**src/sv/lsi_pkg.sv**
```systemverilog
package lsi_pkg;

    // mode codes
    localparam logic [1:0] MODE_SAFE    = 2'd0;
    localparam logic [1:0] MODE_ARMING  = 2'd1;
    localparam logic [1:0] MODE_ARMED   = 2'd2;
    localparam logic [1:0] MODE_TRIPPED = 2'd3;

    // event kinds
    localparam logic [1:0] OP_TICK   = 2'd0;
    localparam logic [1:0] OP_PACKET = 2'd1;
    localparam logic [1:0] OP_DISARM = 2'd2;

    // configuration register indexes
    localparam logic CFG_N_MAX        = 1'b0;
    localparam logic CFG_CHAL_PERIOD  = 1'b1;

    // configuration reset values
    localparam logic [3:0]  N_MAX_RESET       = 4'd10;
    localparam logic [15:0] CHAL_PERIOD_RESET = 16'd1000;

    // stream widths
    localparam int IN_DATA_W  = 48;
    localparam int OUT_DATA_W = 64;

    localparam int WIN_W = 25;
    localparam logic [WIN_W-1:0] MS_PER_SECOND = 25'd1000;

    typedef struct packed {
        logic [3:0]  n_max;
        logic [15:0] challenge_period_ms;
    } cfg_t;

    typedef struct packed {
        logic [1:0]  opcode;
        logic [31:0] now_ms;
        logic        packet_ok;
        logic [7:0]  resp_exponent;
        logic        grant_valid;
        logic        bit_pass;
        logic        relay_sense;
        logic        challenge_ok;
    } event_t;

    typedef struct packed {
        logic [1:0]       mode;
        logic             relay_drive;
        logic             relay_write;
        logic             watchdog_start;
        logic [WIN_W-1:0] watchdog_window_ms;
        logic             challenge_send;
        logic [3:0]       status_nibble;
        logic [WIN_W-1:0] lease_remaining_ms;
        logic             clear_nonces;
    } result_t;

    // lease window of 2^n seconds in milliseconds
    function automatic logic [WIN_W-1:0] lease_window(input logic [3:0] n);
        lease_window = MS_PER_SECOND << n;
    endfunction

endpackage

```
**src/sv/lsi_cfg.sv**
```systemverilog
module lsi_cfg
    import lsi_pkg::*;
(
    input  logic        clk,
    input  logic        rst_n,
    input  logic        wr_en,
    input  logic        wr_index,
    input  logic [31:0] wr_data,
    output cfg_t        cfg
);

    cfg_t cfg_reg;

    // register writes
    always_ff @(posedge clk or negedge rst_n)
    begin
        if (!rst_n)
        begin
            cfg_reg.n_max               <= N_MAX_RESET;
            cfg_reg.challenge_period_ms <= CHAL_PERIOD_RESET;
        end
        else if (wr_en)
        begin
            case (wr_index)
                CFG_N_MAX:       cfg_reg.n_max <= wr_data[3:0];
                CFG_CHAL_PERIOD: cfg_reg.challenge_period_ms <= wr_data[15:0];
                default:         ;
            endcase
        end
    end

    assign cfg = cfg_reg;

endmodule

```
**src/sv/lsi_step.sv**
```systemverilog
module lsi_step
    import lsi_pkg::*;
(
    input  logic    clk,
    input  logic    rst_n,
    input  logic    fire,
    input  event_t  ev,
    input  cfg_t    cfg,
    output result_t res
);

    logic [1:0]  mode_reg, mode_next;
    logic        relay_reg, relay_next;
    logic [3:0]  act_exp_reg, act_exp_next;
    logic [31:0] expiry_reg, expiry_next;
    logic [31:0] chal_time_reg, chal_time_next;
    logic        grant_reg, grant_next;
    logic [3:0]  pend_exp_reg, pend_exp_next;
    logic        disarm_reg, disarm_next;

    logic [WIN_W-1:0] window;
    logic [32:0]      arm_sum;
    logic [31:0]      old_diff;
    logic [31:0]      chal_sum;
    logic             chal_due;
    logic             lease_over;
    logic             did_arm;
    logic             o_write;
    logic             o_chal;
    logic             o_clear;

    // shared arithmetic
    assign window     = lease_window(pend_exp_reg);
    assign arm_sum    = {1'b0, ev.now_ms} + {8'd0, window};
    assign old_diff   = expiry_reg - ev.now_ms;
    assign chal_sum   = ev.now_ms + {16'd0, cfg.challenge_period_ms};
    assign chal_due   = (ev.now_ms >= chal_time_reg) && ev.challenge_ok;
    assign lease_over = ev.now_ms >= expiry_reg;

    // event handling
    always_comb
    begin
        mode_next      = mode_reg;
        relay_next     = relay_reg;
        act_exp_next   = act_exp_reg;
        expiry_next    = expiry_reg;
        chal_time_next = chal_time_reg;
        grant_next     = grant_reg;
        pend_exp_next  = pend_exp_reg;
        disarm_next    = disarm_reg;
        did_arm        = 1'b0;
        o_write        = 1'b0;
        o_chal         = 1'b0;
        o_clear        = 1'b0;

        case (ev.opcode)
            OP_PACKET:
            begin
                if (ev.packet_ok && (mode_reg == MODE_SAFE || mode_reg == MODE_ARMED))
                begin
                    if (ev.resp_exponent == 8'd0)
                        disarm_next = 1'b1;
                    else if (ev.resp_exponent <= {4'd0, cfg.n_max} && ev.grant_valid)
                    begin
                        pend_exp_next = ev.resp_exponent[3:0];
                        grant_next    = 1'b1;
                    end
                end
            end
            OP_DISARM:
                disarm_next = 1'b1;
            OP_TICK:
            begin
                if (disarm_reg)
                begin
                    // back to safe
                    mode_next   = MODE_SAFE;
                    relay_next  = 1'b0;
                    o_write     = 1'b1;
                    o_clear     = 1'b1;
                    grant_next  = 1'b0;
                    disarm_next = 1'b0;
                end
                else
                begin
                    case (mode_reg)
                        MODE_SAFE:
                        begin
                            if (chal_due)
                            begin
                                o_chal         = 1'b1;
                                chal_time_next = chal_sum;
                            end
                            if (grant_reg)
                                mode_next = MODE_ARMING;
                        end
                        MODE_ARMING:
                        begin
                            o_write    = 1'b1;
                            grant_next = 1'b0;
                            if (ev.bit_pass)
                                did_arm = 1'b1;
                            else
                            begin
                                mode_next  = MODE_TRIPPED;
                                relay_next = 1'b0;
                            end
                        end
                        MODE_ARMED:
                        begin
                            if (chal_due)
                            begin
                                o_chal         = 1'b1;
                                chal_time_next = chal_sum;
                            end
                            if (grant_reg)
                            begin
                                grant_next = 1'b0;
                                did_arm    = 1'b1;
                                o_write    = 1'b1;
                            end
                            else if (lease_over)
                            begin
                                mode_next   = MODE_SAFE;
                                relay_next  = 1'b0;
                                o_write     = 1'b1;
                                o_clear     = 1'b1;
                                grant_next  = 1'b0;
                                disarm_next = 1'b0;
                            end
                            else if (ev.relay_sense != relay_reg)
                            begin
                                mode_next  = MODE_TRIPPED;
                                relay_next = 1'b0;
                                o_write    = 1'b1;
                            end
                        end
                        default:
                        begin
                            // tripped: keep commanding the relay open
                            relay_next = 1'b0;
                            o_write    = 1'b1;
                        end
                    endcase
                end
            end
            default: ;
        endcase

        // lease grant or refresh
        if (did_arm)
        begin
            act_exp_next = pend_exp_reg;
            expiry_next  = arm_sum[31:0];
            mode_next    = MODE_ARMED;
            relay_next   = 1'b1;
        end
    end

    // result fields
    always_comb
    begin
        res.mode               = mode_next;
        res.relay_drive        = relay_next;
        res.relay_write        = o_write;
        res.watchdog_start     = did_arm;
        res.watchdog_window_ms = did_arm ? window : '0;
        res.challenge_send     = o_chal;
        res.status_nibble      = (mode_next == MODE_ARMED) ? act_exp_next : 4'd0;
        res.clear_nonces       = o_clear;
        if (did_arm)
            res.lease_remaining_ms = arm_sum[32] ? '0 : window;
        else if (mode_next == MODE_ARMED && !lease_over)
            res.lease_remaining_ms = old_diff[WIN_W-1:0];
        else
            res.lease_remaining_ms = '0;
    end

    // state registers
    always_ff @(posedge clk or negedge rst_n)
    begin
        if (!rst_n)
        begin
            mode_reg      <= MODE_SAFE;
            relay_reg     <= 1'b0;
            act_exp_reg   <= 4'd0;
            expiry_reg    <= 32'd0;
            chal_time_reg <= 32'd0;
            grant_reg     <= 1'b0;
            pend_exp_reg  <= 4'd0;
            disarm_reg    <= 1'b0;
        end
        else if (fire)
        begin
            mode_reg      <= mode_next;
            relay_reg     <= relay_next;
            act_exp_reg   <= act_exp_next;
            expiry_reg    <= expiry_next;
            chal_time_reg <= chal_time_next;
            grant_reg     <= grant_next;
            pend_exp_reg  <= pend_exp_next;
            disarm_reg    <= disarm_next;
        end
    end

endmodule

```
**src/sv/lease_safety_interlock.sv**
```systemverilog
// channel   | signals                                  | beat carries
// s_axis    | s_tvalid s_tready s_tuser s_tdata        | one event
// m_axis    | m_tvalid m_tready m_tdata                | one result per event
// cfg       | cfg_valid cfg_ready cfg_index cfg_data   | one register write
//
// one event per clock sustained while m_tready stays high; an input beat reaches the result beat
// through the input register, then step logic and state update into the result register
// rst_n asserted clears mode, lease, challenge timer and pending flags
// a stalled result holds in the result register; the input register still takes
// one more beat if it is empty, then s_tready drops until m_tready returns
// cfg_ready is always high
module lease_safety_interlock
    import lsi_pkg::*;
(
    input  logic                  clk,
    input  logic                  rst_n,
    input  logic                  s_tvalid,
    output logic                  s_tready,
    // opcode[1:0]
    input  logic [1:0]            s_tuser,
    // now_ms[31:0] packet_ok[32] resp_exponent[40:33] grant_valid[41]
    // bit_pass[42] relay_sense[43] challenge_ok[44], zero pad above
    input  logic [IN_DATA_W-1:0]  s_tdata,
    output logic                  m_tvalid,
    input  logic                  m_tready,
    // mode[1:0] relay_drive[2] relay_write[3] watchdog_start[4]
    // watchdog_window_ms[29:5] challenge_send[30] status_nibble[34:31]
    // lease_remaining_ms[59:35] clear_nonces[60], zero pad above
    output logic [OUT_DATA_W-1:0] m_tdata,
    input  logic                  cfg_valid,
    output logic                  cfg_ready,
    input  logic                  cfg_index,
    input  logic [31:0]           cfg_data
);

    logic    in_valid_reg;
    event_t  in_item_reg;
    logic    out_valid_reg;
    result_t out_res_reg;
    result_t step_res;
    cfg_t    cfg;
    logic    advance;
    logic    fire;

    // handshake
    assign advance   = !out_valid_reg || m_tready;
    assign fire      = in_valid_reg && advance;
    assign s_tready  = !in_valid_reg || advance;
    assign cfg_ready = 1'b1;

    lsi_cfg u_cfg (
        .clk      (clk),
        .rst_n    (rst_n),
        .wr_en    (cfg_valid),
        .wr_index (cfg_index),
        .wr_data  (cfg_data),
        .cfg      (cfg)
    );

    // input register
    always_ff @(posedge clk or negedge rst_n)
    begin
        if (!rst_n)
            in_valid_reg <= 1'b0;
        else if (s_tready)
            in_valid_reg <= s_tvalid;
    end

    always_ff @(posedge clk)
    begin
        if (s_tready && s_tvalid)
        begin
            in_item_reg.opcode        <= s_tuser;
            in_item_reg.now_ms        <= s_tdata[31:0];
            in_item_reg.packet_ok     <= s_tdata[32];
            in_item_reg.resp_exponent <= s_tdata[40:33];
            in_item_reg.grant_valid   <= s_tdata[41];
            in_item_reg.bit_pass      <= s_tdata[42];
            in_item_reg.relay_sense   <= s_tdata[43];
            in_item_reg.challenge_ok  <= s_tdata[44];
        end
    end

    lsi_step u_step (
        .clk   (clk),
        .rst_n (rst_n),
        .fire  (fire),
        .ev    (in_item_reg),
        .cfg   (cfg),
        .res   (step_res)
    );

    // result register
    always_ff @(posedge clk or negedge rst_n)
    begin
        if (!rst_n)
            out_valid_reg <= 1'b0;
        else if (advance)
            out_valid_reg <= in_valid_reg;
    end

    always_ff @(posedge clk)
    begin
        if (fire)
            out_res_reg <= step_res;
    end

    // output packing
    assign m_tvalid = out_valid_reg;
    assign m_tdata  = {3'd0,
                       out_res_reg.clear_nonces,
                       out_res_reg.lease_remaining_ms,
                       out_res_reg.status_nibble,
                       out_res_reg.challenge_send,
                       out_res_reg.watchdog_window_ms,
                       out_res_reg.watchdog_start,
                       out_res_reg.relay_write,
                       out_res_reg.relay_drive,
                       out_res_reg.mode};

endmodule

```
**config.mk**
```make
export PLATFORM = sky130hd
export DESIGN_NAME = lease_safety_interlock
export DESIGN_NICKNAME = d
export VERILOG_FILES = /design/src/sv/lsi_pkg.sv /design/src/sv/lsi_cfg.sv /design/src/sv/lsi_step.sv /design/src/sv/lease_safety_interlock.sv
export SDC_FILE = /design/constraint.sdc
export NUM_CORES = 1
export LEC_CHECK = 0
export BUFFER_PORTS_ARGS = -buffer_cell sky130_fd_sc_hd__buf_4
export CORE_MARGIN = 2
export CORE_UTILIZATION = 45
export CTS_BUF_LIST = sky130_fd_sc_hd__clkbuf_8
export CTS_CLUSTER_DIAMETER = 100
export DETAILED_ROUTE_END_ITERATION = 10
export PLACE_DENSITY = 0.63
export SYNTH_ARGS = -nofsm -noshare
export SYNTH_HDL_FRONTEND = slang
export SYNTH_SLANG_ARGS = --single-unit
```
**constraint.sdc**
```tcl
create_clock -name clk -period 10.3 [get_ports clk]
set_input_delay 0.515 -clock clk [delete_from_list [all_inputs] [get_ports clk]]
set_output_delay 0.515 -clock clk [all_outputs]
set_load 0.1 [all_outputs]
```
Word level (Yosys, flattened, before mapping)
Index checks and enable logic that the tools add are counted.
{"block": "totals", "reg_bits": 207, "inputBits": 88, "output_inout_bits": 67}
{"block": "op_classes", "addsub": 3, "magnitude_cmp": 3, "eq_ne": 11, "n_shift": 1, "n_mux": 45, "bitwise": 5, "reduce_logical": 27}
{"op": "$mux 25", "n": 3}
{"op": "$ge 32x32->1", "n": 2}
{"op": "$add 32x25->33", "n": 1}
{"op": "$add 32x16->32", "n": 1}
{"op": "$mux 1", "n": 27}
{"op": "$shl 10x4->25 const A", "n": 1}
{"op": "$sub 25x25->25", "n": 1}
{"op": "$mux 2", "n": 8}
{"op": "$reduce_and 5->1", "n": 2}
{"op": "$le 8x4->1", "n": 1}
{"op": "$logic_not 8->1", "n": 1}
{"op": "$eq 2x2->1 const B", "n": 3}
{"op": "$logic_and 1x1->1", "n": 6}
{"op": "$ne 2x1->1 const B", "n": 3}
{"op": "$pmux 1 s2", "n": 3}
{"op": "$pmux 1 s3", "n": 2}
{"op": "$pmux 2 s3", "n": 1}
{"op": "$reduce_and 2->1", "n": 3}
{"op": "$reduce_and 6->1", "n": 1}
{"op": "$not 1->1", "n": 5}
{"op": "$eq 2x1->1 const B", "n": 2}
{"op": "$logic_not 2->1", "n": 2}
{"op": "$mux 4", "n": 1}
{"op": "$reduce_and 4->1", "n": 1}
{"op": "other kinds (9)", "n": 14}

Depth between registers and ports, before layout
{"block": "depth", "word_depth": 12, "mapped_depth": 16, "ltp_nobuf": 14}

Cells and area by module
A second synthesis with hierarchy kept.
{"block": "hier_totals", "cells_unflattened": 1324, "area_unflattened_um2": 13041.3}
{"module": "lsi_step", "instances": 1, "cells_each": 1159, "area_per_inst_um2": 8901.0, "seq_area_each_um2": 1926.8}
{"module": "lease_safety_interlock", "instances": 1, "cells_each": 122, "area_per_inst_um2": 3384.5, "seq_area_each_um2": 3293.2}
{"module": "lsi_cfg", "instances": 1, "cells_each": 43, "area_per_inst_um2": 755.7, "seq_area_each_um2": 510.5}

Worst setup path after synthesis
No wires, ideal clock.
{"block": "synth_timing", "path_type": "reg-to-reg", "from": "register out_valid_reg (netlist: m_tvalid)", "to": "register u_step.expiry_reg[13]", "setup_time_ps": 129, "arrival_time_ps": 3379, "t_required_ps": 10171, "path_slack_ps": 6792, "path_stages_with_launch": 9, "period_less_slack_ps": 3508, "path_cell_list": "dfrtp_1 nand2b_1 nand2_1 inv_1 nand2_1 clkbuf_1 clkbuf_1 a211oi_1 nand3b_1"}
{"block": "synth_between", "elab_chain_cells": 4}
{"element": "start: declaration", "line_no": "lease_safety_interlock.sv:38", "rtl": "logic out_valid_reg;"}
{"element": "start signal: assignment", "line_no": "lease_safety_interlock.sv:99", "rtl": "out_valid_reg <= in_valid_reg;"}
{"element": "$logic_not 1->1", "line_no": "lease_safety_interlock.sv:46", "rtl": "assign advance = !out_valid_reg || m_tready;"}
{"element": "$logic_or 1x1->1", "line_no": "lease_safety_interlock.sv:46"}
{"element": "$logic_and 1x1->1", "line_no": "lease_safety_interlock.sv:47", "rtl": "assign fire = in_valid_reg && advance;"}
{"element": "via fire", "line_no": "lease_safety_interlock.sv:43", "rtl": "logic fire;"}
{"element": "$reduce_and 2->1 (no source line)"}
{"element": "end signal: assignment", "line_no": "lsi_step.sv:198", "rtl": "expiry_reg <= expiry_next;"}
{"element": "end: declaration", "line_no": "lsi_step.sv:15", "rtl": "logic [31:0] expiry_reg, expiry_next;"}
The timed path passes the listed nets, and every way through them passes these cells.
A chain may end at the register's enable or synchronous reset.

==> impl_metrics.yaml <==
status:
  status: "complete, no violations"
cts:
  clkTransAtPathRegs_ps: 60
  cts_tree: "built"
  cts.repair.resized: 0
  cts_sinks: 204
  cts_setup_buffers: 0
  cts-htree-levels: 2
  clockRootBuffer: "clkbuf_8"
  cts_buffers: 37
  clock_latency_ps: 550
  clockBufferDepth: 3
critical_path:
  cp_data_arrival_time_ps: 4930
  path_cells: "nor2b_1 > mux2_2 > a21oi_1 > inv_1 > ha_1 > or3_1 > a31oi_1 > a21oi_1 > o2111ai_1 > o2bb2ai_2 > o21ai_1 > o32ai_1"
  crit_family: "compound AO/OA/AOI/OAI gates"
  worstSetupPathType: "reg2reg"
  cp.required_ps: 10630
  startpoint_type: "register"
  critPathCaptureType: "register"
  crit_buf_inv: 1
  crit_top_cell: "a21oi_1"
  slowest_delay_ps: 880
  worst-path-max-fanout: 27
  critPathSlowestCell: "dfrtp_1"
drt:
  route.vias.total: 10600
  routed_wl_um: 33200
  drt_iter0_markers: 726
  dr.pass1.iters: 5
  wl_per_cell_um: 17.3
  drc: 0
  ant_nets: 0
  via_per_inst: 5.49
synthesis:
  yosysWarnings: 0
  synth_compound_gate_area_share: 0.194
  synth.distinct_cells: 81
  synth_top_area_share: 0.235
  yosys_register_bits: 204
  yosysTopAreaCell: "edfxtp_1"
  yosysSeqAreaShare: 0.421
  muxShareOfSynthArea: 0.0247
  synth.avg_cell_area_um2: 9.73
  synth-simple-area-share: 0.131
  async_flop_share: 0.485
  netlist_top_cells_count: "ha_1, inv_1, edfxtp_1, o21ai_0, nand2_1"
  synthXorXnorAreaFrac: 0.0373
  synth_fa_ha_area_frac: 0.131
  ys.flop_type: "edfxtp_1"
  synth_edf_count: 105
  synth_top_family_by_area: "compound AO/OA/AOI/OAI gates"
  syn-instance-count: 1378
  synth_area_um2: 13400
  synth.area.top_cells: "edfxtp_1, dfrtp_1, ha_1, o21ai_0, inv_1"
sta:
  fin_skew_ps: 31.0
  final_max_slew_viol_count: 0
  finalHoldViolations: 0
  fin_crit_ps: 4590
  setup_viol: 0
  period_share: 0.446
  tns_ps: 0
  grt_setup_unrepaired: "no"
  relSlewSlack: 0.317
  fmax_mhz: 218
  worst_pin_slew_ps: 1020
global_route:
  grt_max_degree: 75
  grt_pass1_wl_um: 53400
  use_met3: 0.0310
  met2_usage: 0.325
  grt_overflow: 0
  met1_usage: 0.319
  first_global_vias: 10100
  grt_most_used_layer: "met2"
  grt.total_usage: 0.215
  antenna_found_initial: 0
pwr:
  power_mw: 3.14
  p_sw_frac: 0.394
  p_comb_frac: 0.400
  clkPwrFrac: 0.237
  switching_power_mw: 1.24
  leakagePower_nw: 6.81
  power_density_nw_per_um2: 204
  seqPwrFrac: 0.363
  ir_drop_mv: 0.105
  p_int_mw: 1.90
die:
  pin_count: 155
  core_area_um2: 29500
  die_w_um: 177
  placementRows: 63
  initial_utilization: 0.455
  die_h_um: 177
  die_area_um2: 31200
layout:
  area_growth_pct: 14.6
  diodes: 0
  fillers: 2807
  largest_register_ffs: 58
  multi_input_comb_area_um2: 6980
  drive_above_1_share: 0.160
  ff_latch_area_um2: 5640
  final_nets: 1729
placement:
  gp_congestion: 0.911
  port_buffers: 128
  hpwlAfterDp_um: 24900
hold_path:
  min_path_type: "in2reg"
job:
  timing.max_cap.violations: 0
[worst reg2reg max path, stage by stage, from the launching register on]
cell and delay, ps:
dfrtp_1 880, nor2b_1 240, mux2_2 320, a21oi_1 270
inv_1 170, ha_1 360, or3_1 380, a31oi_1 450
a21oi_1 140, o2111ai_1 210, o2bb2ai_2 310, o21ai_1 340
o32ai_1 320
[layer usage]
metal	part of all wire	routed length, µm
met5	0	0
met2	0.43	14200
met4	0.022	723
met3	0.053	1760
met1	0.50	16600
[metrics by stage]
step	cell area, µm²	util	hold slack, ps	setup WS [ps]	cells
floorplan	13400	-	219	6790	1383
global placement	14600	0.497	451	6010	1853
detailed placement	14600	0.497	451	5850	1853
CTS	15400	0.521	113	5800	1921
global route	15400	0.521	121	5400	1921
finish	15400	0.521	141	5710	1921
[cells in the final DEF, fill, tap and decap left out, types with 6 or more instances in the layout]
cell | Yosys | routed
and3_1 | 12 | 12
clkbuf_8 | 0 | 38
a21boi_0 | 6 | 6
o22ai_1 | 16 | 16
dfstp_2 | 8 | 8
clkinv_2 | 0 | 7
or3_1 | 8 | 8
ha_1 | 135 | 135
nand3_1 | 27 | 27
o21a_1 | 14 | 14
a21oi_1 | 97 | 97
mux2_2 | 25 | 25
and2_1 | 8 | 7
dfrtp_1 | 91 | 91
o2111ai_1 | 6 | 6
nor2b_1 | 16 | 16
edfxtp_1 | 105 | 105
nand2b_1 | 9 | 9
nor3_1 | 46 | 46
a31oi_1 | 17 | 17
xnor2_1 | 35 | 35
o211ai_1 | 18 | 18
xor2_1 | 22 | 22
conb_1 | 2 | 7
o31ai_1 | 8 | 8
nand4_1 | 17 | 17
o31a_1 | 8 | 8
o21bai_1 | 7 | 7
o21ai_0 | 105 | 105
nor2_1 | 78 | 78
buf_4 | 7 | 138
nand2_1 | 104 | 104
a21o_1 | 35 | 35
inv_1 | 135 | 147
nor4_1 | 11 | 11
[power groups by stage]
| stage | registers [mW] | logic, mW | clock network, mW |
|---|---|---|---|
| after floorplan | 1.28 | 0.839 | 0 |
| after global placement | 1.15 | 1.22 | 0 |
| after detailed placement | 1.16 | 1.25 | 0 |
| after CTS | 1.14 | 1.25 | 0.766 |
| after global routing | 1.16 | 1.40 | 0.802 |
| final | 1.14 | 1.26 | 0.743 |
[timing repair]
item,CTS,global route
endpoints found under the setup margin,0,0
endpoints found under the hold margin,21,0
hold buffers,1,0
[worst paths after layout]
check                                         to  slack, ps  depth (start not counted)                   start
max in group asynchronous  u_step.expiry_reg[29]       8530                          3                   rst_n
max reg2reg                          m_tdata[38]       5710                         12  u_step.pend_exp_reg[3]
max                                  m_tdata[38]       5710                         12  u_step.pend_exp_reg[3]
min in group asynchronous          u_cfg.cfg[10]        430                          2                   rst_n
min                               in_item_reg[2]        140                          1             s_tdata[42]
min reg2reg                u_step.act_exp_reg[0]        470                          2   u_step.act_exp_reg[0]
[cells by family after synthesis]
kind of cell / after synthesis
compound gates: 393
simple gates: 360
flops: 204
buf+inv: 193
fa+ha+maj: 139
xor+xnor: 57
mux: 30
other cells: 2
[cell type report]
| class | instances | share of cell area |
|---|---|---|
| well taps | 390 | 0.0318 |
| multi-input cells | 986 | 0.454 |
| clock buffers | 38 | 0.0341 |
| repair buffers | 139 | 0.0681 |
| clock inverters | 29 | 0.0116 |
| flip-flops and latches | 204 | 0.367 |
| inverters | 135 | 0.0330 |
Power figures use the tool's default switching activity.
